**config.mk**
```make
export PLATFORM = sky130hd
export DESIGN_NAME = bfa_ctrl
export DESIGN_NICKNAME = d
export VERILOG_FILES = /design/src/bfa_pkg.sv /design/src/bfa_ctrl.sv
export SDC_FILE = /design/constraint.sdc
export NUM_CORES = 1
export LEC_CHECK = 0
export BUFFER_PORTS_ARGS = -buffer_cell sky130_fd_sc_hd__buf_2
export CAP_MARGIN = 20
export CORE_AREA = 3 3 40 42
export DETAILED_ROUTE_END_ITERATION = 10
export DIE_AREA = 0 0 43 45
export GPL_TIMING_DRIVEN = 1
export HOLD_SLACK_MARGIN = 0.08
export PLACE_DENSITY_LB_ADDON = 0.15
export SYNTH_ARGS = -nofsm -noshare
export SYNTH_HDL_FRONTEND = slang
export SYNTH_SLANG_ARGS = --single-unit
```
**constraint.sdc**
```tcl
create_clock -name clk -period 4 [get_ports clk]
set_clock_uncertainty 0.05 [all_clocks]
set_input_delay 1 -clock clk [delete_from_list [all_inputs] [get_ports clk]]
set_output_delay 1 -clock clk [all_outputs]
set_load 0.02 [all_outputs]
```
**src/bfa_pkg.sv**
```systemverilog
package bfa_pkg;

	localparam int unsigned NUM_BITS_DEF  = 4096;
	localparam int unsigned WORD_BITS_DEF = 32;

	localparam int unsigned CAP_W     = 13;
	localparam int unsigned IDX_W     = 12;
	localparam int unsigned STS_W     = 2;
	localparam int unsigned CAP_RESET = 4096;

	localparam logic [STS_W-1:0] ST_OK    = 2'd0;
	localparam logic [STS_W-1:0] ST_FULL  = 2'd1;
	localparam logic [STS_W-1:0] ST_RANGE = 2'd2;

	localparam logic OP_ALLOC = 1'b0;
	localparam logic OP_FREE  = 1'b1;

	// controller -> datapath
	typedef struct packed {
		logic clr;        // clearing pass: zero one word
		logic load;       // latch item, start scan at word 0
		logic scan;       // check current word, advance if none free
		logic fdiv;       // compute word index of free index
		logic frd;        // read word to be freed, compute bit offset
		logic fwr;        // write back with bit cleared
		logic res_full;
		logic res_range;
		logic push;       // move result into output register
	} bfa_cmd_t;

	// datapath -> controller
	typedef struct packed {
		logic clr_last;
		logic cap_zero;
		logic found;
		logic more;
		logic in_range;
	} bfa_stat_t;

endpackage

```
**src/bfa_ctrl.sv**
```systemverilog
module bfa_ctrl import bfa_pkg::*; (
	input  logic      clk,
	input  logic      arst_n,
	input  logic      in_valid,
	input  logic      in_op,
	output logic      in_ready,
	output logic      out_valid,
	input  logic      out_ready,
	input  bfa_stat_t stat,
	output bfa_cmd_t  cmd
);

	localparam logic [2:0] S_CLEAR = 3'd0;
	localparam logic [2:0] S_IDLE  = 3'd1;
	localparam logic [2:0] S_ACHK  = 3'd2;
	localparam logic [2:0] S_FDIV  = 3'd3;
	localparam logic [2:0] S_FRD   = 3'd4;
	localparam logic [2:0] S_FWR   = 3'd5;
	localparam logic [2:0] S_PUSH  = 3'd6;

	logic [2:0] state_q;
	logic [2:0] state_nxt;
	logic       out_valid_q;

	always_comb begin
		cmd       = '0;
		state_nxt = state_q;
		unique case (state_q)
			S_CLEAR: begin
				cmd.clr = 1'b1;
				if (stat.clr_last) begin
					state_nxt = S_IDLE;
				end
			end
			S_IDLE: begin
				if (in_valid) begin
					cmd.load = 1'b1;
					if (in_op == OP_FREE) begin
						state_nxt = S_FDIV;
					end else if (stat.cap_zero) begin
						cmd.res_full = 1'b1;
						state_nxt    = S_PUSH;
					end else begin
						state_nxt = S_ACHK;
					end
				end
			end
			S_ACHK: begin
				cmd.scan = 1'b1;
				if (stat.found) begin
					state_nxt = S_PUSH;
				end else if (!stat.more) begin
					cmd.res_full = 1'b1;
					state_nxt    = S_PUSH;
				end
			end
			S_FDIV: begin
				cmd.fdiv = 1'b1;
				if (stat.in_range) begin
					state_nxt = S_FRD;
				end else begin
					cmd.res_range = 1'b1;
					state_nxt     = S_PUSH;
				end
			end
			S_FRD: begin
				cmd.frd   = 1'b1;
				state_nxt = S_FWR;
			end
			S_FWR: begin
				cmd.fwr   = 1'b1;
				state_nxt = S_PUSH;
			end
			S_PUSH: begin
				if (!out_valid_q || out_ready) begin
					cmd.push  = 1'b1;
					state_nxt = S_IDLE;
				end
			end
			default: begin
				state_nxt = S_IDLE;
			end
		endcase
	end

	always_ff @(posedge clk or negedge arst_n) begin
		if (!arst_n) begin
			state_q     <= S_CLEAR;
			out_valid_q <= 1'b0;
		end else begin
			state_q <= state_nxt;
			if (cmd.push) begin
				out_valid_q <= 1'b1;
			end else if (out_ready) begin
				out_valid_q <= 1'b0;
			end
		end
	end

	assign in_ready  = state_q == S_IDLE;
	assign out_valid = out_valid_q;

endmodule

```
==> out/metrics.cfg <==
[run_status]
status=finished, final reports clean

[worst_setup_path]
end_kind=output pin
start_kind=input pin
reg2reg_from=state_q[0]
r2r_slack_ns=2.50
r2r_cells=4
arrival_ns=1.72
cp.required_ns=2.95
crit_type=in -> out
critPathMaxFanout=3
r2r-end=state_q[0]

[place]
dp_slack_ns=1.213
port_buffers=20
routabilityCongestion=0.6509
placed_cells=76
place_hpwl_um=671

[floorplanning]
fp-row-count=13
dieArea_um2=1935
die_h_um=45
ios=21
start_util_pct=29.02
die_width_um=43
coreArea_um2=1285

[clock_tree]
path_clk_slew_ns=0.04
clock_latency_ns=0.24
cts_tree=built
cts_buffer_depth=2
cts.sinks=4
holdBufCountCts=0
cts_max_level=1
ctsResizeCount=0
cts_setup_buffers=0
numCtsBuffers=3
root_buffer=clkbuf_4

[final_layout]
multi_input_area_um2=241.5
num-nets-final=76
fin_cells=79
syn_to_final_growth_pct=32.21
regArea_um2=100.1
antenna_cells=0
drive_gt1_share_pct=46.88
fillers=140
utilization_pct=38.36

[logic_synthesis]
synth_enable_flop_cells=0
synth_area_um2=372.9
syn_nets=54
netlist_instances=44
synth_area_leaders=dfrtp_1 (27%), nand2_1 (7.0%), nor4b_4 (6.4%)
yosys_register_bits=4
synth-seq-area-share_pct=26.85
ys.warnings.count=0
ys.flop_type=dfrtp_1
avgSynthCellArea_um2=8.474
synth.distinct_cells=26
synth_top_cell_by_area=dfrtp_1
synth_most_common_cell=nand2_1
async_reset_ff_share_pct=100.0
synth_commonest_cells=nand2_1 (7), dfrtp_1 (4), a21oi_1 (3), nor2_1 (3), nor3b_1 (3)
synth.top_cell.area_share_pct=26.85

[route]
wl_per_cell_um=11.01
first_iter_violations=1
firstDrtPassIters=2
route.antenna.remaining_nets=0
viasPerCell=4.684
vias=370
drc=0
wirelength_um=870

[sta]
slew_headroom_pct=65.82
period_share_pct=69.28
hold_violations=0
worst_pin_slew_ns=0.5127
rsz0062_at_grt=false
fmax_mhz=360.9
slew_viol_final=0
fin_tns_setup_ns=0
holdWs_ns=0.5078
period_needed_ns=2.771
setup_violations=0
setup_slack_ns=1.229

[power_and_ir_drop]
ir_drop_uv=261.3
p_leak_nw=0.2440
power_density_nw_per_um2=775.7

[flow_run]
cap_violations=0

[global_route]
grt_pass1_vias=344
grtUsageTotal_pct=9.456
grt_max_degree=16
antenna_found_initial=0
grt_pass1_wl_um=1400
overflow=0

[hold_path]
hold_class=in -> async

[layer usage]
layer / wire length [um] / part of all wire, % / up-vias / track usage [%]
met5: 0 / 0 / - / 0
met4: 0 / 0 / 0 / 3.614
met3: 60 / 6.9 / 0 / 2.789
met2: 408 / 47 / 15 / 15.27
met1: 401 / 46 / 157 / 11.98
li1: - / - / 198 / -
[where the power goes]
group	total (mW)	switching [mW]	internal (mW)	leakage [nW]
Clock	0.0511	0.0174	0.0336	0.0138
Sequential	0.127	0.0661	0.0610	0.0482
Combinational	0.204	0.114	0.0907	0.182
Total	0.382	0.197	0.185	0.244
[cell usage in the layout (no fill, tap or decap), drive strengths merged, types with 2 or more instances in the layout]
cell type  count
clkbuf         3
nand2b         2
nand2          7
nor3b          3
nor2           3
dfrtp          4
a21oi          4
buf           20
o21ai          2
inv            2
nor3           3
[through the flow]
step	area, um2	total power [mW]
floorplan	372.9	0.2882
global placement	470.5	0.3365
detailed placement	470.5	0.3354
CTS	493.0	0.3886
global route	493.0	0.4176
finish	493.0	0.3824
[layout make-up]
class	instances	share of cell area [%]
inverters	2	2.030
flip-flops and latches	4	20.30
clock buffers	3	4.569
repair buffers	20	20.30
multi-input cells	35	48.98
well taps	15	3.807
[state kept, by name, indices dropped and copies added, names as in the netlist]
name / count
out_valid: 1
state_q: 3
[logic make-up (layout without fill, tap and decap cells)]
kind of cell	after synthesis	count (layout)	share of synthesized area, %
AOI/OAI and AO/OA	11	11	23.82
buffers and inverters	5	25	8.389
DFF	4	4	26.85
muxes	1	1	2.685
and+or+nand+nor	23	23	38.26
[worst max-delay path by stage]
stage,startpoint,depth (start not counted),slack (ns),to
2_1_floorplan,stat[2],2,1.41,cmd[2]
3_3_place_gp,stat[2],4,1.24,cmd[2]
3_5_place_dp,stat[2],4,1.21,cmd[2]
4_1_cts,stat[2],4,1.21,cmd[2]
5_1_grt,stat[2],4,1.21,cmd[2]
6_report,stat[2],4,1.23,cmd[2]
[critical path: stages]
cell and delay [ns]:
buf_2 0.11, nor4b_4 0.27, a22o_1 0.18, buf_2 0.15
Power figures use the tool's default switching activity.
